## config.mk

```make
export PLATFORM = sky130hd
export DESIGN_NAME = header_length_crc_frame_receiver
export DESIGN_NICKNAME = d
export VERILOG_FILES = /design/src/design/hlcfr_pkg.sv /design/src/design/header_length_crc_frame_receiver.sv /design/src/design/hlcfr_crc16.sv /design/src/design/hlcfr_ctrl.sv
export SDC_FILE = /design/constraint.sdc
export NUM_CORES = 1
export LEC_CHECK = 0
export BUFFER_PORTS_ARGS = -buffer_cell sky130_fd_sc_hd__buf_2
export CAP_MARGIN = 20
export CORE_MARGIN = 3
export CORE_UTILIZATION = 60
export CTS_CLUSTER_DIAMETER = 60
export CTS_CLUSTER_SIZE = 16
export DETAILED_ROUTE_END_ITERATION = 12
export PLACE_DENSITY = 0.8
export SETUP_SLACK_MARGIN = 0.1
export SYNTH_ARGS = -nofsm -noshare
export SYNTH_HDL_FRONTEND = slang
export SYNTH_HIERARCHICAL = 1
export SYNTH_SLANG_ARGS = --single-unit
```

## constraint.sdc

```tcl
create_clock -name clk -period 4.15 [get_ports clk]
set_input_delay 0.6225 -clock clk [delete_from_list [all_inputs] [get_ports clk]]
set_output_delay 0.6225 -clock clk [all_outputs]
set_load 0.02 [all_outputs]
```

## src/design/hlcfr_pkg.sv

```systemverilog
// Shared types, codes and constants of the header/length/CRC frame receiver.
`timescale 1ns / 1ps

package hlcfr_pkg;

  // Receiver phase; the receiving phases run from PH_HDR0 through PH_CRC1 in order.
  typedef enum logic [3:0] {
    PH_IDLE,
    PH_HDR0,
    PH_HDR1,
    PH_LEN,
    PH_DATA,
    PH_CRC0,
    PH_CRC1,
    PH_DONE,
    PH_CRCERR,
    PH_OVF,
    PH_TMO
  } phase_t;

  // Kind of an input item.
  typedef enum logic [1:0] {
    MODE_BYTE,
    MODE_ARM,
    MODE_TICK,
    MODE_STOP
  } mode_t;

  // Configuration register indexes.
  typedef enum logic [2:0] {
    CFG_HEADER_FIRST,
    CFG_HEADER_SECOND,
    CFG_CRC_ENABLE,
    CFG_MAX_PAYLOAD,
    CFG_TIMEOUT_TICKS
  } cfg_idx_t;

  // Reported status codes.
  typedef enum logic [2:0] {
    ST_IDLE,
    ST_HUNT,
    ST_PAYLOAD,
    ST_CRC,
    ST_COMPLETE,
    ST_CRC_ERROR,
    ST_OVERFLOW,
    ST_TIMEOUT
  } status_t;

  // Decoded reply kinds.
  localparam logic [1:0] KIND_OTHER = 2'd0;
  localparam logic [1:0] KIND_REG   = 2'd1;
  localparam logic [1:0] KIND_VAR   = 2'd2;

  // First payload byte of a register reply and of a variable reply.
  localparam logic [7:0] REPLY_REG_CODE = 8'h81;
  localparam logic [7:0] REPLY_VAR_CODE = 8'h83;

  // CRC-16 reflected polynomial.
  localparam logic [15:0] CRC_POLY = 16'hA001;

  // Configuration reset values.
  localparam logic [7:0]  RST_HEADER_FIRST  = 8'h5A;
  localparam logic [7:0]  RST_HEADER_SECOND = 8'hA5;
  localparam logic        RST_CRC_ENABLE    = 1'b1;
  localparam logic [7:0]  RST_MAX_PAYLOAD   = 8'd255;
  localparam logic [15:0] RST_TIMEOUT_TICKS = 16'd1000;

  // Configuration seen by the control logic.
  typedef struct packed {
    logic [7:0]  header_first;
    logic [7:0]  header_second;
    logic        crc_enable;
    logic [7:0]  max_payload;
    logic [15:0] timeout_ticks;
  } cfg_t;

  // One result item.
  typedef struct packed {
    status_t     status;
    logic        byte_valid;
    logic [7:0]  payload_byte;
    logic [7:0]  payload_index;
    logic        frame_done;
    logic [1:0]  reply_kind;
    logic [15:0] reply_address;
    logic [7:0]  reply_count;
  } res_t;

  // Map a phase to the status code reported for it.
  function automatic status_t status_of(phase_t ph);
    status_t st;
    unique case (ph)
      PH_HDR0, PH_HDR1, PH_LEN: st = ST_HUNT;
      PH_DATA:                  st = ST_PAYLOAD;
      PH_CRC0, PH_CRC1:         st = ST_CRC;
      PH_DONE:                  st = ST_COMPLETE;
      PH_CRCERR:                st = ST_CRC_ERROR;
      PH_OVF:                   st = ST_OVERFLOW;
      PH_TMO:                   st = ST_TIMEOUT;
      default:                  st = ST_IDLE;
    endcase
    return st;
  endfunction

endpackage

```

## src/design/header_length_crc_frame_receiver.sv

```systemverilog
// Top level: configuration registers, stream handshake and result register.
// A result is presented in the cycle after its input transfer.
// Throughput: one item per cycle; the whole frame step (state machine,
// bytewise CRC update and reply decode) is one combinational pass into the
// result register. The output register stalls the input only while full and
// not being taken. Reset is synchronous, active low, restores the register
// defaults and leaves the receiver idle with the timer stopped.
`timescale 1ns / 1ps

module header_length_crc_frame_receiver (
  input  logic        clk,
  input  logic        rst_n,
  // Input stream
  input  logic        in_tvalid,
  output logic        in_tready,
  input  logic [7:0]  in_tdata,   // [7:0] rx_byte
  input  logic [1:0]  in_tuser,   // [1:0] mode
  // Result stream
  output logic        out_tvalid,
  input  logic        out_tready,
  // [2:0] status, [10:3] payload_byte, [18:11] payload_index,
  // [20:19] reply_kind, [36:21] reply_address, [44:37] reply_count, [47:45] zero
  output logic [47:0] out_tdata,
  output logic        out_tuser,  // [0] byte_valid
  output logic        out_tlast,  // frame_done
  // Configuration write port
  input  logic        cfg_we,
  input  logic [2:0]  cfg_index,
  input  logic [15:0] cfg_wdata
);

  hlcfr_pkg::cfg_t cfg_r;
  hlcfr_pkg::res_t res_c;
  hlcfr_pkg::res_t res_r;
  logic            out_valid_r, out_valid_nxt;
  logic            in_xfer;

  // Configuration registers.
  always_ff @(posedge clk) begin
    if (!rst_n) begin
      cfg_r.header_first  <= hlcfr_pkg::RST_HEADER_FIRST;
      cfg_r.header_second <= hlcfr_pkg::RST_HEADER_SECOND;
      cfg_r.crc_enable    <= hlcfr_pkg::RST_CRC_ENABLE;
      cfg_r.max_payload   <= hlcfr_pkg::RST_MAX_PAYLOAD;
      cfg_r.timeout_ticks <= hlcfr_pkg::RST_TIMEOUT_TICKS;
    end else if (cfg_we) begin
      unique case (hlcfr_pkg::cfg_idx_t'(cfg_index))
        hlcfr_pkg::CFG_HEADER_FIRST:  cfg_r.header_first  <= cfg_wdata[7:0];
        hlcfr_pkg::CFG_HEADER_SECOND: cfg_r.header_second <= cfg_wdata[7:0];
        hlcfr_pkg::CFG_CRC_ENABLE:    cfg_r.crc_enable    <= cfg_wdata[0];
        hlcfr_pkg::CFG_MAX_PAYLOAD:   cfg_r.max_payload   <= cfg_wdata[7:0];
        hlcfr_pkg::CFG_TIMEOUT_TICKS: cfg_r.timeout_ticks <= cfg_wdata;
        default: ;
      endcase
    end
  end

  // Input transfer whenever the result register is free or draining.
  assign in_tready = !out_valid_r || out_tready;
  assign in_xfer   = in_tvalid && in_tready;

  hlcfr_ctrl u_ctrl (
    .clk       (clk),
    .rst_n     (rst_n),
    .step_i    (in_xfer),
    .mode_i    (hlcfr_pkg::mode_t'(in_tuser)),
    .rx_byte_i (in_tdata),
    .cfg_i     (cfg_r),
    .res_o     (res_c)
  );

  // Result register valid flag.
  always_comb begin
    out_valid_nxt = out_valid_r;
    if (in_xfer) begin
      out_valid_nxt = 1'b1;
    end else if (out_tready) begin
      out_valid_nxt = 1'b0;
    end
  end

  always_ff @(posedge clk) begin
    if (!rst_n) begin
      out_valid_r <= 1'b0;
    end else begin
      out_valid_r <= out_valid_nxt;
    end
  end

  // Result payload is loaded on each input transfer.
  always_ff @(posedge clk) begin
    if (in_xfer) begin
      res_r <= res_c;
    end
  end

  assign out_tvalid = out_valid_r;
  assign out_tuser  = res_r.byte_valid;
  assign out_tlast  = res_r.frame_done;
  assign out_tdata  = {3'b000, res_r.reply_count, res_r.reply_address, res_r.reply_kind,
                       res_r.payload_index, res_r.payload_byte, res_r.status};

endmodule

```

## src/design/hlcfr_crc16.sv

```systemverilog
// Bytewise update of the reflected CRC-16 (polynomial 0xA001).
`timescale 1ns / 1ps

module hlcfr_crc16 (
  input  logic [15:0] crc_i,
  input  logic [7:0]  byte_i,
  output logic [15:0] crc_o
);

  // Eight shift-and-xor steps, one per data bit, least significant bit first.
  always_comb begin
    logic [15:0] c;
    c = crc_i ^ {8'h00, byte_i};
    for (int i = 0; i < 8; i++) begin
      if (c[0]) begin
        c = (c >> 1) ^ hlcfr_pkg::CRC_POLY;
      end else begin
        c = c >> 1;
      end
    end
    crc_o = c;
  end

endmodule

```

## src/design/hlcfr_ctrl.sv

```systemverilog
// Frame state machine, timeout counter, reply decoder and result formation.
`timescale 1ns / 1ps

module hlcfr_ctrl (
  input  logic              clk,
  input  logic              rst_n,
  input  logic              step_i,
  input  hlcfr_pkg::mode_t  mode_i,
  input  logic [7:0]        rx_byte_i,
  input  hlcfr_pkg::cfg_t   cfg_i,
  output hlcfr_pkg::res_t   res_o
);

  hlcfr_pkg::phase_t phase_r, phase_nxt;
  logic [7:0]  frame_length_r, frame_length_nxt;
  logic [7:0]  byte_position_r, byte_position_nxt;
  logic [15:0] running_crc_r, running_crc_nxt;
  logic [7:0]  crc_low_r, crc_low_nxt;
  logic [15:0] timeout_count_r, timeout_count_nxt;
  logic [1:0]  kind_r, kind_nxt;
  logic [15:0] address_r, address_nxt;
  logic [7:0]  count_r, count_nxt;

  logic [15:0] crc_upd;
  logic [7:0]  pos_inc;
  logic        last_byte;
  logic        crc_match;
  logic        len_bad;
  logic        receiving;
  logic        tmo_expire;

  // CRC of the payload including the current byte.
  hlcfr_crc16 u_crc (
    .crc_i  (running_crc_r),
    .byte_i (rx_byte_i),
    .crc_o  (crc_upd)
  );

  // Shared conditions.
  assign pos_inc    = byte_position_r + 8'd1;
  assign last_byte  = (pos_inc == frame_length_r);
  assign crc_match  = ({rx_byte_i, crc_low_r} == running_crc_r);
  assign len_bad    = (rx_byte_i == 8'd0) || (rx_byte_i > cfg_i.max_payload);
  assign receiving  = (phase_r >= hlcfr_pkg::PH_HDR0) && (phase_r <= hlcfr_pkg::PH_CRC1);
  assign tmo_expire = (timeout_count_r == 16'd1) && receiving;

  // Next phase.
  always_comb begin
    phase_nxt = phase_r;
    unique case (mode_i)
      hlcfr_pkg::MODE_ARM:  phase_nxt = hlcfr_pkg::PH_HDR0;
      hlcfr_pkg::MODE_STOP: phase_nxt = hlcfr_pkg::PH_IDLE;
      hlcfr_pkg::MODE_TICK: begin
        if (tmo_expire) begin
          phase_nxt = hlcfr_pkg::PH_TMO;
        end
      end
      default: begin
        unique case (phase_r)
          hlcfr_pkg::PH_HDR0: begin
            phase_nxt = (rx_byte_i == cfg_i.header_first) ? hlcfr_pkg::PH_HDR1
                                                           : hlcfr_pkg::PH_HDR0;
          end
          hlcfr_pkg::PH_HDR1: begin
            phase_nxt = (rx_byte_i == cfg_i.header_second) ? hlcfr_pkg::PH_LEN
                                                            : hlcfr_pkg::PH_HDR0;
          end
          hlcfr_pkg::PH_LEN: begin
            phase_nxt = len_bad ? hlcfr_pkg::PH_OVF : hlcfr_pkg::PH_DATA;
          end
          hlcfr_pkg::PH_DATA: begin
            if (last_byte) begin
              phase_nxt = cfg_i.crc_enable ? hlcfr_pkg::PH_CRC0 : hlcfr_pkg::PH_DONE;
            end
          end
          hlcfr_pkg::PH_CRC0: phase_nxt = hlcfr_pkg::PH_CRC1;
          hlcfr_pkg::PH_CRC1: begin
            phase_nxt = crc_match ? hlcfr_pkg::PH_DONE : hlcfr_pkg::PH_CRCERR;
          end
          default: phase_nxt = phase_r;
        endcase
      end
    endcase
  end

  // Counters, CRC, decoder and result fields.
  always_comb begin
    frame_length_nxt  = frame_length_r;
    byte_position_nxt = byte_position_r;
    running_crc_nxt   = running_crc_r;
    crc_low_nxt       = crc_low_r;
    timeout_count_nxt = timeout_count_r;
    kind_nxt          = kind_r;
    address_nxt       = address_r;
    count_nxt         = count_r;
    res_o             = '0;

    unique case (mode_i)
      hlcfr_pkg::MODE_ARM: begin
        frame_length_nxt  = '0;
        byte_position_nxt = '0;
        running_crc_nxt   = '0;
        crc_low_nxt       = '0;
        timeout_count_nxt = cfg_i.timeout_ticks;
        kind_nxt          = hlcfr_pkg::KIND_OTHER;
        address_nxt       = '0;
        count_nxt         = '0;
      end
      hlcfr_pkg::MODE_STOP: timeout_count_nxt = '0;
      hlcfr_pkg::MODE_TICK: begin
        if (timeout_count_r != 16'd0) begin
          timeout_count_nxt = timeout_count_r - 16'd1;
        end
      end
      default: begin
        case (phase_r)
          hlcfr_pkg::PH_LEN: begin
            frame_length_nxt  = rx_byte_i;
            byte_position_nxt = '0;
            running_crc_nxt   = '0;
            crc_low_nxt       = '0;
            kind_nxt          = hlcfr_pkg::KIND_OTHER;
            address_nxt       = '0;
            count_nxt         = '0;
          end
          hlcfr_pkg::PH_DATA: begin
            res_o.byte_valid    = 1'b1;
            res_o.payload_byte  = rx_byte_i;
            res_o.payload_index = byte_position_r;
            res_o.frame_done    = last_byte && !cfg_i.crc_enable;
            running_crc_nxt     = crc_upd;
            byte_position_nxt   = pos_inc;
            // Reply decode from the leading payload bytes.
            if (byte_position_r == 8'd0) begin
              if (rx_byte_i == hlcfr_pkg::REPLY_REG_CODE) begin
                kind_nxt = hlcfr_pkg::KIND_REG;
              end else if (rx_byte_i == hlcfr_pkg::REPLY_VAR_CODE) begin
                kind_nxt = hlcfr_pkg::KIND_VAR;
              end else begin
                kind_nxt = hlcfr_pkg::KIND_OTHER;
              end
            end else if (kind_r == hlcfr_pkg::KIND_REG) begin
              if (byte_position_r == 8'd1) begin
                address_nxt = {8'h00, rx_byte_i};
              end else if (byte_position_r == 8'd2) begin
                count_nxt = rx_byte_i;
              end
            end else if (kind_r == hlcfr_pkg::KIND_VAR) begin
              if (byte_position_r == 8'd1) begin
                address_nxt = {rx_byte_i, 8'h00};
              end else if (byte_position_r == 8'd2) begin
                address_nxt = address_r | {8'h00, rx_byte_i};
              end else if (byte_position_r == 8'd3) begin
                count_nxt = rx_byte_i;
              end
            end
          end
          hlcfr_pkg::PH_CRC0: crc_low_nxt = rx_byte_i;
          hlcfr_pkg::PH_CRC1: res_o.frame_done = crc_match;
          default: ;
        endcase
      end
    endcase

    res_o.status        = hlcfr_pkg::status_of(phase_nxt);
    res_o.reply_kind    = kind_nxt;
    res_o.reply_address = address_nxt;
    res_o.reply_count   = count_nxt;
  end

  // State registers advance once per accepted item.
  always_ff @(posedge clk) begin
    if (!rst_n) begin
      phase_r         <= hlcfr_pkg::PH_IDLE;
      frame_length_r  <= '0;
      byte_position_r <= '0;
      running_crc_r   <= '0;
      crc_low_r       <= '0;
      timeout_count_r <= '0;
      kind_r          <= hlcfr_pkg::KIND_OTHER;
      address_r       <= '0;
      count_r         <= '0;
    end else if (step_i) begin
      phase_r         <= phase_nxt;
      frame_length_r  <= frame_length_nxt;
      byte_position_r <= byte_position_nxt;
      running_crc_r   <= running_crc_nxt;
      crc_low_r       <= crc_low_nxt;
      timeout_count_r <= timeout_count_nxt;
      kind_r          <= kind_nxt;
      address_r       <= address_nxt;
      count_r         <= count_nxt;
    end
  end

  // An arm transfer restarts header hunting with the timer loaded.
  a_arm_restarts: assert property (@(posedge clk) disable iff (!rst_n)
    step_i && (mode_i == hlcfr_pkg::MODE_ARM) |=>
      (phase_r == hlcfr_pkg::PH_HDR0) && (timeout_count_r == $past(cfg_i.timeout_ticks)))
    else $error("arm did not restart the receiver");

  // A completed frame leaves the receiver in the complete phase.
  a_done_phase: assert property (@(posedge clk) disable iff (!rst_n)
    step_i && res_o.frame_done |=> (phase_r == hlcfr_pkg::PH_DONE))
    else $error("frame completion without complete phase");

  // While payload is expected, the position stays below the frame length.
  a_pos_in_frame: assert property (@(posedge clk) disable iff (!rst_n)
    (phase_r == hlcfr_pkg::PH_DATA) |-> (byte_position_r < frame_length_r))
    else $error("payload position ran past frame length");

  // A stop transfer idles the receiver and halts the timer.
  a_stop_idles: assert property (@(posedge clk) disable iff (!rst_n)
    step_i && (mode_i == hlcfr_pkg::MODE_STOP) |=>
      (phase_r == hlcfr_pkg::PH_IDLE) && (timeout_count_r == 16'd0))
    else $error("stop did not idle the receiver");

endmodule
```

==> impl_table.tex, run 1 <==
\begin{tabular}{lr}
\hline
Metric & Value \\
\hline
\multicolumn{2}{l}{\textbf{Yosys}} \\
Yosys warning total & 6 \\
Ys async rst share & 0\% \\
Number of standard cells after synthesis & 1008 \\
Number of flip-flops and latches in the synthesized netlist & 175 \\
Synthesized area per cell & 9.30 sq um \\
Cell Area, Synth & 9380 sq um \\
Synth cell types & between 70 and 80 \\
EDFF count, synth & 47 \\
Predominant post-synthesis flop cell & dfxtp\_1 \\
Fraction of the yosys area taken by sequential cells & roughly 42\% \\
\multicolumn{2}{l}{\textbf{STA}} \\
Worst slew margin relative to its limit & 36.5\% \\
Number of max-slew violations in the final report & 0 \\
Number of hold violations in the final report & 0 \\
RSZ-0062 raised after global routing & false \\
Max Clk Rate & 0.290 GHz \\
Ratio of final minimum period to clock period & approximately 83\% \\
Minimum clock period & 3.45 ns \\
Worst slew pin tran & 0.953 ns \\
Final setup violation count & 0 \\
Setup Total Neg Slack & 0 ns \\
Post-route clock skew & 0.0120 ns \\
\multicolumn{2}{l}{\textbf{CTS}} \\
Maximum clock insertion buffer count & 2 \\
Clock-pin slew of the registers on the worst-case setup and hold paths & 0.07 ns \\
Num Clock Sinks & 175 \\
CTS tree & built \\
Latest clock arrival within the worst-skew pair & 0.43 ns \\
Number of buffers created by CTS & 17 \\
H-tree levels & 4 \\
Hold-fix buffer count after cts & 0 \\
Number of gates resized after cts & 0 \\
Count of buffers added by post-CTS timing repair for setup & 0 \\
Clock tree root buffer cell & clkbuf\_16 \\
\multicolumn{2}{l}{\textbf{Layout}} \\
Antenna fix cells & 0 \\
Area occupied by multi-input gates & just under 5000 sq um \\
Area of all sequential standard cells & slightly below 4000 sq um \\
Most common cell after layout, fill and taps aside & dfxtp\_1 \\
P\&R area growth vs syn & 10.8\% \\
Total number of nets in the final design & 1100 \\
Layout cell share with drive strength beyond 1 & a little over an eighth \\
Filler cells & 1235 \\
Commonest cells after routing, fill and taps aside & dfxtp\_1, nand2\_1, nor2b\_1, buf\_2, edfxtp\_1 \\
Number of cells in the finished layout apart from fillers & 1274 \\
\multicolumn{2}{l}{\textbf{GRT}} \\
Wire length of the first global-routing pass & 36000 um \\
Number of antenna violations at the first check in global routing & 0 \\
Global-route usage over all layers & 26.3\% \\
Congestion Overflow GR & 0 \\
Maximum number of pins on one net before global-route repair & 115 \\
Number of global-route vias before repair & 7139 \\
\multicolumn{2}{l}{\textbf{Power}} \\
Leakage power summed over all cells & just over 4 nW \\
Largest voltage drop on the vdd net & 281 uV \\
PwrDens & 369 nW/um\^{}2 \\
Final Power & between 3 and 4 mW \\
\multicolumn{2}{l}{\textbf{Placed design}} \\
Routability Congestion & 0.901 \\
Detailed Place HPWL & 14800 um \\
Input/output buffers & 82 \\
Post-placement cell count & 1241 \\
\multicolumn{2}{l}{\textbf{Drt}} \\
Average routed wire per standard cell & 17.4 um \\
Number of detailed-route iterations in the first pass & 6 \\
Vias per std cell & approximately 6.0 \\
Number of nets with antenna violations after detailed routing & 0 \\
Number of remaining DRC errors & 0 \\
Total detailed-routing wirelength & 22200 um \\
Count of vias placed by the detailed router & 7703 \\
DR iter-0 viols & 701 \\
\multicolumn{2}{l}{\textbf{Worst setup path}} \\
Category of the worst setup path capture point & flip-flop \\
Crit Path Category & flip-flop to flip-flop \\
Arrival @ worst endpoint & $\sim$3.6 ns \\
CP required & $\sim$4.3 ns \\
Max FO, Critical Path & 17 \\
Critical Path Start Type & flip-flop \\
Minimum setup slack among reg-to-reg paths & 0.70 ns \\
\multicolumn{2}{l}{\textbf{Floorplanning}} \\
I/O pin cnt & 86 \\
DIE HEIGHT & 131 um \\
Floorplan row count & 45 \\
Initial core utilization & 61.5\% \\
Die footprint & approximately 17000 sq um \\
Floorplan die width & 131 um \\
Floorplan Core Area & approximately 15000 sq um \\
\multicolumn{2}{l}{\textbf{Run}} \\
Number of violations of the max-capacitance limit & 0 \\
\multicolumn{2}{l}{\textbf{Worst hold path}} \\
HP Class & input pin to flip-flop \\
\multicolumn{2}{l}{\textbf{Status}} \\
Status & completed \\
\hline
\end{tabular}
-- kinds of logic after synthesis --
| family | share of synthesized area [%] |
|---|---|
| and+or+nand+nor | 21.1 |
| AOI/OAI and AO/OA | 18.4 |
| DFF | 42.4 |
| buffers and inverters | 4.68 |
| xor gates and xnor gates | 6.64 |
| muxes | 4.59 |
| adders and majority gates | 2.13 |
| other | 0.0400 |
-- routing by layer --
layer / vias to the layer above / routed length, um / track usage [%]
met5: - / 0 / 0
li1: 3701 / - / -
met3: 45 / 1530 / 5.12
met4: 0 / 399 / 7.92
met1: 3643 / 9830 / 35.6
met2: 314 / 10500 / 42.8
-- synth_stat cells (all sizes together), types with 4 or more instances --
master | instances | area [sq um]
dfxtp | 128 | 2560
nand2 | 89 | 334
nor2b | 82 | 513
clkbuf | 49 | 184
o21ai | 48 | 240
edfxtp | 47 | 1410
nor2 | 45 | 169
mux2i | 43 | 430
xnor2 | 36 | 338
a22oi | 35 | 263
a21oi | 30 | 150
xor2 | 30 | 263
a21boi | 27 | 203
buf | 27 | 165
nand3 | 25 | 125
inv | 24 | 90.1
nor3 | 23 | 120
and2 | 20 | 125
ha | 16 | 200
nor4 | 16 | 121
a22o | 14 | 123
nand2b | 13 | 81.3
nand4 | 12 | 75.1
and3 | 10 | 62.6
a21o | 9 | 67.6
a31oi | 8 | 56.3
o211ai | 8 | 60.1
o21a | 8 | 60.1
a32oi | 7 | 61.3
o211a | 6 | 60.1
a2bb2oi | 5 | 43.8
a221o | 4 | 40.0
a31o | 4 | 35.0
a32o | 4 | 40.0
nor3b | 4 | 30.0
or3 | 4 | 25.0
-- path summary, 6_finish.rpt --
kind                             startpoint                      to  depth (start not counted)
max          u_ctrl/phase_r[2]$_SDFFE_PN0P_  out_tdata[0]$_DFFE_PP_                         10
min                           cfg_wdata[15]  cfg_r[15]$_SDFFE_PN0P_                          3
max reg2reg  u_ctrl/phase_r[2]$_SDFFE_PN0P_  out_tdata[0]$_DFFE_PP_                         10
min reg2reg          cfg_r[13]$_SDFFE_PN0P_  cfg_r[13]$_SDFFE_PN0P_                          2
-- worst max-delay path: stages, from the launching register on --
cell and delay, ns:
dfxtp_1 0.63, or4b_4 0.63, nor3_2 0.25, nand2_1 0.07, or3_1 0.37, a2111o_1 0.39
a21o_1 0.22, and2_1 0.14, ha_1 0.28, nand4_1 0.07, o311ai_0 0.13
-- final cells by class --
cell class / instances / area share (%)
Sequential cell: 175 / 38.2
Clock inverter: 10 / 1.10
Inverter: 24 / 0.867
Tap cell: 211 / 2.54
Multi-Input combinational cell: 735 / 47.9
Clock buffer: 22 / 4.37
Timing Repair Buffer: 97 / 5.03
-- where the power goes --
group | total, mW | internal, mW | leakage, nW | switching (mW)
clock network | 1.56 | 0.900 | 0.269 | 0.663
logic | 0.444 | 0.165 | 2.31 | 0.280
registers | 1.83 | 1.80 | 1.51 | 0.0306
total | 3.83 | 2.86 | 4.09 | 0.973
-- registers in the layout, indices dropped and copies added (netlist names) --
name                    flops
cfg_r                      41
out_tlast                   1
out_tdata                  45
u_ctrl/address_r           16
u_ctrl/frame_length_r       8
u_ctrl/count_r              8
out_tvalid                  1
u_ctrl/timeout_count_r     16
u_ctrl/kind_r               2
u_ctrl/running_crc_r       16
u_ctrl/phase_r              4
out_tuser                   1
u_ctrl/byte_position_r      8
u_ctrl/crc_low_r            8
-- per-stage QoR --
stage               util [%]  setup WS (ns)  hold slack, ns  cell area, sq um
detailed placement      64.4          0.720           0.448              9820
global placement        64.4          0.810           0.445              9820
CTS                     68.1          0.724           0.427             10400
finish                  68.1          0.700           0.432             10400
global route            68.1          0.500           0.440             10400
floorplan                  -          0.553           0.430              9390
Note: power is estimated with default switching activity, not from simulation.
==> run 2: changes to the inputs <==
- ABC_AREA: not set -> 1
- CORE_UTILIZATION: 60 -> 55
- PLACE_DENSITY: 0.8 -> 0.77
- clock period: 4.15 -> 3.15 ns (I/O delays scaled with it)
==> run 2 against run 1 <==
  * Total power increased by 37%
  * First-iteration DRC count increased by 47%
  * Sequential power increased by 33%
  * Critical endpoint is now out_tdata[39]$_DFFE_PP_
  * Highest routed layer unchanged
==> impl_table.tex, run 2 <==
\begin{tabular}{lr}
\hline
Metric & Value \\
\hline
\multicolumn{2}{l}{\textbf{Yosys}} \\
Synthesized area per cell & 6.87 sq um (-26\%) \\
Cell taking the most area after synthesis & dfxtp\_1 \\
Post-synth top cells & nand2\_1, inv\_1, nand3\_1 \\
Predominant post-synthesis flop cell & dfxtp\_1 \\
Ys async rst share & 0\% (unchanged) \\
Fraction of synthesized cell area taken by the top area cell type & 25.4\% (-1.9 points) \\
Number of standard cells after synthesis & 1465 (+45\%) \\
Top post-synthesis cells by area & dfxtp\_1, nand2\_1, edfxtp\_1 \\
Yosys warning total & 6 (unchanged) \\
Synth cell types & 46 (-37\%) \\
Number of flip-flops and latches in the synthesized netlist & 175 (unchanged) \\
EDFF count, synth & 47 (unchanged) \\
Most common cell in the netlist & nand2\_1 \\
Fraction of the yosys area taken by sequential cells & 39.5\% (-2.9 points) \\
Cell Area, Synth & 10100 sq um (+7.4\%) \\
\multicolumn{2}{l}{\textbf{STA}} \\
Number of hold violations in the final report & 0 (unchanged) \\
Max Clk Rate & 0.356 GHz (+23\%) \\
Number of max-slew violations in the final report & 0 (unchanged) \\
Minimum clock period & 2.81 ns (-0.642 ns) \\
Post-route clock skew & 0.00784 ns (-0.00413 ns) \\
Worst slew margin relative to its limit & 40.2\% (+3.7 points) \\
Worst slew pin tran & 0.897 ns (-0.0561 ns) \\
Ratio of final minimum period to clock period & 89.1\% (+6.0 points) \\
Setup Total Neg Slack & 0 ns (unchanged) \\
RSZ-0062 raised after global routing & false \\
Final setup violation count & 0 (unchanged) \\
\multicolumn{2}{l}{\textbf{Layout}} \\
Flip-flop count of the largest register, all copies and words added & 45 (unchanged) \\
Antenna fix cells & 0 (unchanged) \\
Total number of nets in the final design & 1569 (+43\%) \\
P\&R area growth vs syn & 11.0\% \\
Commonest cells after routing, fill and taps aside & nand2\_1, inv\_1, nand3\_1 \\
Filler cells & 1596 (+29\%) \\
Area of all sequential standard cells & 3970 sq um (unchanged) \\
Number of cells in the finished layout apart from fillers & 1757 (+38\%) \\
Layout cell share with drive strength beyond 1 & 13.2\% (-0.17 points) \\
Most common cell after layout, fill and taps aside & nand2\_1 \\
Area occupied by multi-input gates & 5150 sq um (+3.6\%) \\
\multicolumn{2}{l}{\textbf{Power}} \\
Comb power frac & 13.2\% (+1.6 points) \\
PwrDens & 469 nW/um\^{}2 (+27\%) \\
Clock power frac & 40.5\% (-0.3 points) \\
Largest voltage drop on the vdd net & 357 uV (+27\%) \\
Proportion of total power due to net switching & 28.1\% (+2.7 points) \\
Net Switching & 1.47 mW (+51\%) \\
Internal power contribution & 3.77 mW (+32\%) \\
Leakage power summed over all cells & 4.80 nW (+17\%) \\
Share of total power in sequential cells & 46.4\% (-1.2 points) \\
\multicolumn{2}{l}{\textbf{CTS}} \\
Count of buffers added by post-CTS timing repair for setup & 0 (unchanged) \\
CTS tree & built \\
Latest clock arrival within the worst-skew pair & 0.43 ns (about the same) \\
Hold-fix buffer count after cts & 0 (unchanged) \\
Clock-pin slew of the registers on the worst-case setup and hold paths & 0.07 ns (about the same) \\
H-tree levels & 4 (unchanged) \\
Maximum clock insertion buffer count & 2 (unchanged) \\
Number of buffers created by CTS & 17 (unchanged) \\
Clock tree root buffer cell & clkbuf\_16 \\
Number of gates resized after cts & 0 (unchanged) \\
Num Clock Sinks & 175 (unchanged) \\
\multicolumn{2}{l}{\textbf{Worst setup path}} \\
Max FO, Critical Path & 15 (-2) \\
Minimum setup slack among reg-to-reg paths & 0.34 ns (-0.36 ns) \\
Crit-path slowest cell & nor2\_1 \\
Category of the worst setup path capture point & flip-flop \\
Worst R2R Path Depth & 9 (-1) \\
Arrival @ worst endpoint & 3.07 ns (-0.54 ns) \\
Critical Path Start Type & flip-flop \\
Terminus of the critical flop-to-flop path & out\_tdata[39]\$\_DFFE\_PP\_ \\
Reg-to-reg critical path startpoint & u\_ctrl/phase\_r[3]\$\_SDFFE\_PN0P\_ \\
CP required & 3.41 ns (-0.90 ns) \\
Largest stage delay on the critical path & 0.62 ns (about the same) \\
Cells along the critical path & clkinv\_1, nand2\_1, nor2\_4, buf\_4, nor2\_1, inv\_1, o21ai\_0, nand2\_1, o21ai\_0 \\
Crit Path Category & flip-flop to flip-flop \\
\multicolumn{2}{l}{\textbf{Floorplanning}} \\
Initial core utilization & 57.2\% (-4.2 points) \\
Floorplan Core Area & 17600 sq um (+15\%) \\
Floorplan die width & 141 um (+7.9\%) \\
I/O pin cnt & 86 (unchanged) \\
Die footprint & 20000 sq um (+16\%) \\
DIE HEIGHT & 141 um (+7.9\%) \\
Floorplan row count & 48 (+6.7\%) \\
\multicolumn{2}{l}{\textbf{Drt}} \\
Number of remaining DRC errors & 0 (unchanged) \\
Total detailed-routing wirelength & 26500 um (+19\%) \\
Vias per std cell & 5.60 (-7.3\%) \\
Number of detailed-route iterations in the first pass & 6 (unchanged) \\
Average routed wire per standard cell & 15.1 um (-13\%) \\
DR iter-0 viols & 1027 (+47\%) \\
Number of nets with antenna violations after detailed routing & 0 (unchanged) \\
Count of vias placed by the detailed router & 9843 (+28\%) \\
\multicolumn{2}{l}{\textbf{GRT}} \\
Number of global-route vias before repair & 8960 (+26\%) \\
Maximum number of pins on one net before global-route repair & 77 (-33\%) \\
Congestion Overflow GR & 0 (unchanged) \\
Global-route usage over all layers & 26.6\% (+0.30 points) \\
Wire length of the first global-routing pass & 43400 um (+21\%) \\
Number of antenna violations at the first check in global routing & 0 (unchanged) \\
\multicolumn{2}{l}{\textbf{Worst hold path}} \\
Hold EP & cfg\_r[9]\$\_SDFFE\_PN1P\_ \\
Hold path depth & 3 (unchanged) \\
HP Class & input pin to flip-flop \\
Start point of the worst hold path & cfg\_wdata[9] \\
\multicolumn{2}{l}{\textbf{Placed design}} \\
Input/output buffers & 82 (unchanged) \\
Routability Congestion & 0.948 (+5.2\%) \\
Post-placement cell count & 1725 (+39\%) \\
Detailed Place HPWL & 18300 um (+24\%) \\
\multicolumn{2}{l}{\textbf{Run}} \\
Number of violations of the max-capacitance limit & 0 (unchanged) \\
\multicolumn{2}{l}{\textbf{Status}} \\
Status & completed \\
\hline
\end{tabular}
-- run 2: cell count changes after synthesis, moves of 43 or more --
| cell | before | now |
|---|---|---|
| inv_1 | 24 | 145 |
| nor2b_1 | 82 | 0 |
| nand2_1 | 89 | 426 |
| nand3_1 | 25 | 142 |
| mux2i_1 | 43 | 0 |
| a21oi_1 | 30 | 121 |
| nor2_1 | 45 | 123 |
-- run 2: worst max-delay path by stage --
stage,from,end,slack [ns],cells after the start
finish,u_ctrl/phase_r[3]$_SDFFE_PN0P_,out_tdata[39]$_DFFE_PP_,0.34,9
global route,u_ctrl/byte_position_r[0]$_SDFFE_PN0P_,out_tdata[0]$_DFFE_PP_,0.11,17
CTS,u_ctrl/byte_position_r[0]$_SDFFE_PN0P_,out_tdata[0]$_DFFE_PP_,0.45,17
detailed placement,in_tdata[6],out_tdata[0]$_DFFE_PP_,0.32,19
global placement,in_tdata[6],out_tdata[0]$_DFFE_PP_,0.38,19
floorplan,out_tready,u_ctrl/crc_low_r[0]$_SDFFE_PN0P_,0.40,9
-- run 2: routing by layer --
metal	vias to the layer above	share of wire, %	track usage, %
met1	4519	44	35.3
met5	-	0	0
met3	66	6.5	3.64
met4	0	2.8	9.28
met2	416	47	44.7
li1	4842	-	-
-- run 2: power by group through the flow --
stage                     Combinational [mW]  Sequential (mW)  Clock [mW]
after floorplan                        0.455             2.51           0
after global placement                 0.666             2.48           0
after detailed placement               0.677             2.48           0
after CTS                              0.683             2.43        2.15
after global routing                   0.766             2.44        2.23
final                                  0.690             2.43        2.12
-- run 2: stage by stage --
stage | instance area, sq um | setup slack, ns | power [mW] | hold slack (ns) | util, %
2_1_floorplan | 10100 | 0.400 | 2.96 | 0.429 | -
3_3_place_gp | 10600 | 0.379 | 3.14 | 0.439 | 60.2
3_5_place_dp | 10600 | 0.321 | 3.16 | 0.444 | 60.2
4_1_cts | 11200 | 0.450 | 5.26 | 0.222 | 63.5
5_1_grt | 11200 | 0.107 | 5.43 | 0.246 | 63.5
6_report | 11200 | 0.342 | 5.24 | 0.239 | 63.5
-- run 2: cell families after synthesis --
logic type | Yosys count | synth area share [%]
AOI/OAI and AO/OA | 238 | 12.7
other | 1 | 0.0372
adders and majority gates | 16 | 1.99
xor gates and xnor gates | 36 | 3.28
and+or+nand+nor | 765 | 33.0
buffers and inverters | 234 | 9.57
DFF | 175 | 39.5
-- run 2: critical path, delay by kind of cell, from the launching register on --
family / cells / cell delay (ns)
compound gates: 2 / 0.54
buf+inv: 3 / 0.81
flops: 1 / 0.31
simple gates: 4 / 0.97
-- run 2: layout make-up --
type                            instances  area share (%)
Clock buffer                           20            4.20
Clock inverter                         12            1.06
Inverter                              166            5.58
Multi-Input combinational cell       1058            46.1
Sequential cell                       175            35.6
Tap cell                              225            2.52
Timing Repair Buffer                  101            4.95
==> run 3: changes to the inputs <==
--- a/config.mk
+++ b/config.mk
@@ -10,2 +10,3 @@
 export CAP_MARGIN = 20
+export CORE_ASPECT_RATIO = 2
 export CORE_MARGIN = 3
--- a/constraint.sdc
+++ b/constraint.sdc
@@ -3,2 +3,2 @@
 set_output_delay 0.4725 -clock clk [all_outputs]
-set_load 0.02 [all_outputs]
+set_load 0.1 [all_outputs]
==> run 3 against run 2 <==
  * Worst hold slack got worse by 0.0036 ns
  * Wire length is 4.5% higher
  * Count of clock-buffer cells in the layout increased by 1
  * Cell area fell by 0.19%
  * First-iteration DRC count is 33% lower
  * Critical path type unchanged
  * Global-route usage rose by 1.4 points
  * Critical path depth up 8
  * Non-clock buffer count up 3
  * Register-to-register slack improved by 0.04 ns
  * Fmax grew 1.5%
  * Sequential cell count unchanged
  * Total power up 2.3%
==> impl_table.tex, run 3 (same netlist as run 2, synthesis figures left out) <==
\begin{tabular}{lr}
\hline
Metric & Value \\
\hline
\multicolumn{2}{l}{\textbf{GRT}} \\
Maximum number of pins on one net before global-route repair & 77 (unchanged) \\
Congestion Overflow GR & 0 (unchanged) \\
Number of global-route vias before repair & 9289 (+3.7\%) \\
Number of antenna violations at the first check in global routing & 0 (unchanged) \\
Wire length of the first global-routing pass & 44300 um (+2.1\%) \\
Global-route usage over all layers & 28.0\% (+1.4 points) \\
\multicolumn{2}{l}{\textbf{Worst setup path}} \\
Largest stage delay on the critical path & 0.47 ns (-0.15 ns) \\
Terminus of the critical flop-to-flop path & out\_tdata[0]\$\_DFFE\_PP\_ \\
WP depth & 17 (+8) \\
Timing endpoint of the critical path & out\_tdata[0]\$\_DFFE\_PP\_ \\
Worst path buffer plus inverter count & 3 (unchanged) \\
Max FO, Critical Path & 7 (-8) \\
Family of cells with the greatest summed delay on the critical path & simple AND/OR/NAND/NOR gates \\
Category of the worst setup path capture point & flip-flop \\
Critical Path Start Type & flip-flop \\
Critical Path Source & u\_ctrl/byte\_position\_r[0]\$\_SDFFE\_PN0P\_ \\
CP required & 3.35 ns (-0.06 ns) \\
Worst R2R Path Depth & 17 (+8) \\
Cells along the critical path & inv\_1, ha\_1, xnor2\_1, nand3\_1, nor2\_1, nand4\_1, nor2\_1, nand3\_1, nand2\_1, nand2\_1, nand2\_1, inv\_1, ha\_1, inv\_1, nand2\_1, nand3\_1, nand2\_1 \\
Crit-path slowest cell & dfxtp\_1 \\
Crit Path Category & flip-flop to flip-flop \\
Reg-to-reg critical path startpoint & u\_ctrl/byte\_position\_r[0]\$\_SDFFE\_PN0P\_ \\
Arrival @ worst endpoint & 2.97 ns (-0.10 ns) \\
Most common cell type on the critical path & nand2\_1 \\
Minimum setup slack among reg-to-reg paths & 0.38 ns (+0.04 ns) \\
\multicolumn{2}{l}{\textbf{Drt}} \\
Average routed wire per standard cell & 15.9 um (+5.1\%) \\
Number of remaining DRC errors & 0 (unchanged) \\
Total detailed-routing wirelength & 27700 um (+4.5\%) \\
Number of detailed-route iterations in the first pass & 6 (unchanged) \\
Count of vias placed by the detailed router & 9851 (+0.081\%) \\
Number of nets with antenna violations after detailed routing & 0 (unchanged) \\
Vias per std cell & 5.64 (+0.60\%) \\
DR iter-0 viols & 693 (-33\%) \\
\multicolumn{2}{l}{\textbf{CTS}} \\
Clock tree root buffer cell & clkbuf\_16 \\
Latest clock arrival within the worst-skew pair & 0.44 ns (about the same) \\
Count of buffers added by post-CTS timing repair for setup & 0 (unchanged) \\
Number of gates resized after cts & 0 (unchanged) \\
Maximum clock insertion buffer count & 2 (unchanged) \\
Number of buffers created by CTS & 17 (unchanged) \\
Num Clock Sinks & 175 (unchanged) \\
Clock-pin slew of the registers on the worst-case setup and hold paths & 0.07 ns (about the same) \\
H-tree levels & 4 (unchanged) \\
CTS tree & built \\
Hold-fix buffer count after cts & 0 (unchanged) \\
\multicolumn{2}{l}{\textbf{STA}} \\
Number of hold violations in the final report & 0 (unchanged) \\
RSZ-0062 raised after global routing & false \\
Final setup violation count & 0 (unchanged) \\
Max Clk Rate & 0.361 GHz (+1.5\%) \\
Setup Total Neg Slack & 0 ns (unchanged) \\
Number of max-slew violations in the final report & 0 (unchanged) \\
Worst slew margin relative to its limit & 41.8\% (+1.6 points) \\
Worst slew pin tran & 0.873 ns (-0.0235 ns) \\
Ratio of final minimum period to clock period & 87.9\% (-1.3 points) \\
Post-route clock skew & 0.00830 ns (+0.000463 ns) \\
Minimum clock period & 2.77 ns (-0.0407 ns) \\
\multicolumn{2}{l}{\textbf{Power}} \\
Leakage power summed over all cells & 4.80 nW (about the same) \\
Largest voltage drop on the vdd net & 359 uV (+0.60\%) \\
Final Power & 5.36 mW (+2.3\%) \\
PwrDens & 480 nW/um\^{}2 (+2.5\%) \\
\multicolumn{2}{l}{\textbf{Floorplanning}} \\
Floorplan row count & 69 (+44\%) \\
DIE HEIGHT & 197 um (+40\%) \\
Floorplan Core Area & 17900 sq um (+1.6\%) \\
Initial core utilization & 56.3\% (-0.88 points) \\
I/O pin cnt & 86 (unchanged) \\
Floorplan die width & 102 um (-28\%) \\
Die footprint & 20100 sq um (+0.49\%) \\
\multicolumn{2}{l}{\textbf{Run}} \\
Number of violations of the max-capacitance limit & 0 (unchanged) \\
\multicolumn{2}{l}{\textbf{Layout}} \\
Antenna fix cells & 0 (unchanged) \\
Total number of nets in the final design & 1572 (+0.19\%) \\
Flip-flop count of the largest register, all copies and words added & 45 (unchanged) \\
Layout cell share with drive strength beyond 1 & 13.3\% (+0.10 points) \\
Filler cells & 1633 (+2.3\%) \\
Most common cell after layout, fill and taps aside & nand2\_1 \\
P\&R area growth vs syn & 10.7\% \\
Commonest cells after routing, fill and taps aside & nand2\_1, inv\_1, nand3\_1 \\
\multicolumn{2}{l}{\textbf{Placed design}} \\
Routability Congestion & 0.963 (+1.6\%) \\
Detailed Place HPWL & 19800 um (+8.1\%) \\
Input/output buffers & 82 (unchanged) \\
\multicolumn{2}{l}{\textbf{Worst hold path}} \\
HP Class & input pin to flip-flop \\
\multicolumn{2}{l}{\textbf{Status}} \\
Status & completed \\
\hline
\end{tabular}
-- run 3: layout make-up --
cell class / count / area (sq um) / area share [%]
Clock buffer: 21 / 482 / 4.32
Clock inverter: 11 / 77.6 / 0.696
Inverter: 166 / 623 / 5.59
Multi-Input combinational cell: 1058 / 5150 / 46.2
Sequential cell: 175 / 3970 / 35.6
Tap cell: 213 / 267 / 2.39
Timing Repair Buffer: 104 / 576 / 5.16
-- run 3: worst min-delay path, stage by stage --
cell and delay (ns):
buf_2 0.07, nand2_1 0.04, nand3_1 0.05
-- run 3: worst min path at each step --
stage                           start                      to  cells after the start
6_report                 cfg_wdata[9]   cfg_r[9]$_SDFFE_PN1P_                      3
5_1_grt                  cfg_wdata[8]   cfg_r[8]$_SDFFE_PN1P_                      3
4_1_cts                  cfg_wdata[9]   cfg_r[9]$_SDFFE_PN1P_                      3
3_5_place_dp   cfg_r[19]$_SDFFE_PN1P_  cfg_r[19]$_SDFFE_PN1P_                      2
3_3_place_gp   cfg_r[21]$_SDFFE_PN1P_  cfg_r[21]$_SDFFE_PN1P_                      2
2_1_floorplan  cfg_r[24]$_SDFFE_PN1P_  cfg_r[24]$_SDFFE_PN1P_                      2
-- run 3: through the flow --
step | hold slack [ns] | cells | util (%) | setup slack (ns) | cell area, sq um
2_1_floorplan | 0.429 | 1467 | - | 0.105 | 10100
3_3_place_gp | 0.438 | 1716 | 59.3 | 0.471 | 10600
3_5_place_dp | 0.444 | 1716 | 59.3 | 0.400 | 10600
4_1_cts | 0.225 | 1748 | 62.4 | 0.433 | 11200
5_1_grt | 0.232 | 1748 | 62.4 | 0.141 | 11200
6_report | 0.235 | 1748 | 62.4 | 0.383 | 11200
-- run 3: layer usage --
layer | wire [um] | global-route usage (%)
met1 | 9600 | 28.6
met2 | 14800 | 50.5
met3 | 1620 | 4.45
met5 | 0 | 0
met4 | 1740 | 19.4
-- run 3: where the power goes --
| group | internal (mW) | total [mW] | switching [mW] |
|---|---|---|---|
| combinational | 0.210 | 0.896 | 0.686 |
| sequential | 2.38 | 2.43 | 0.0461 |
| clock | 1.10 | 2.03 | 0.930 |
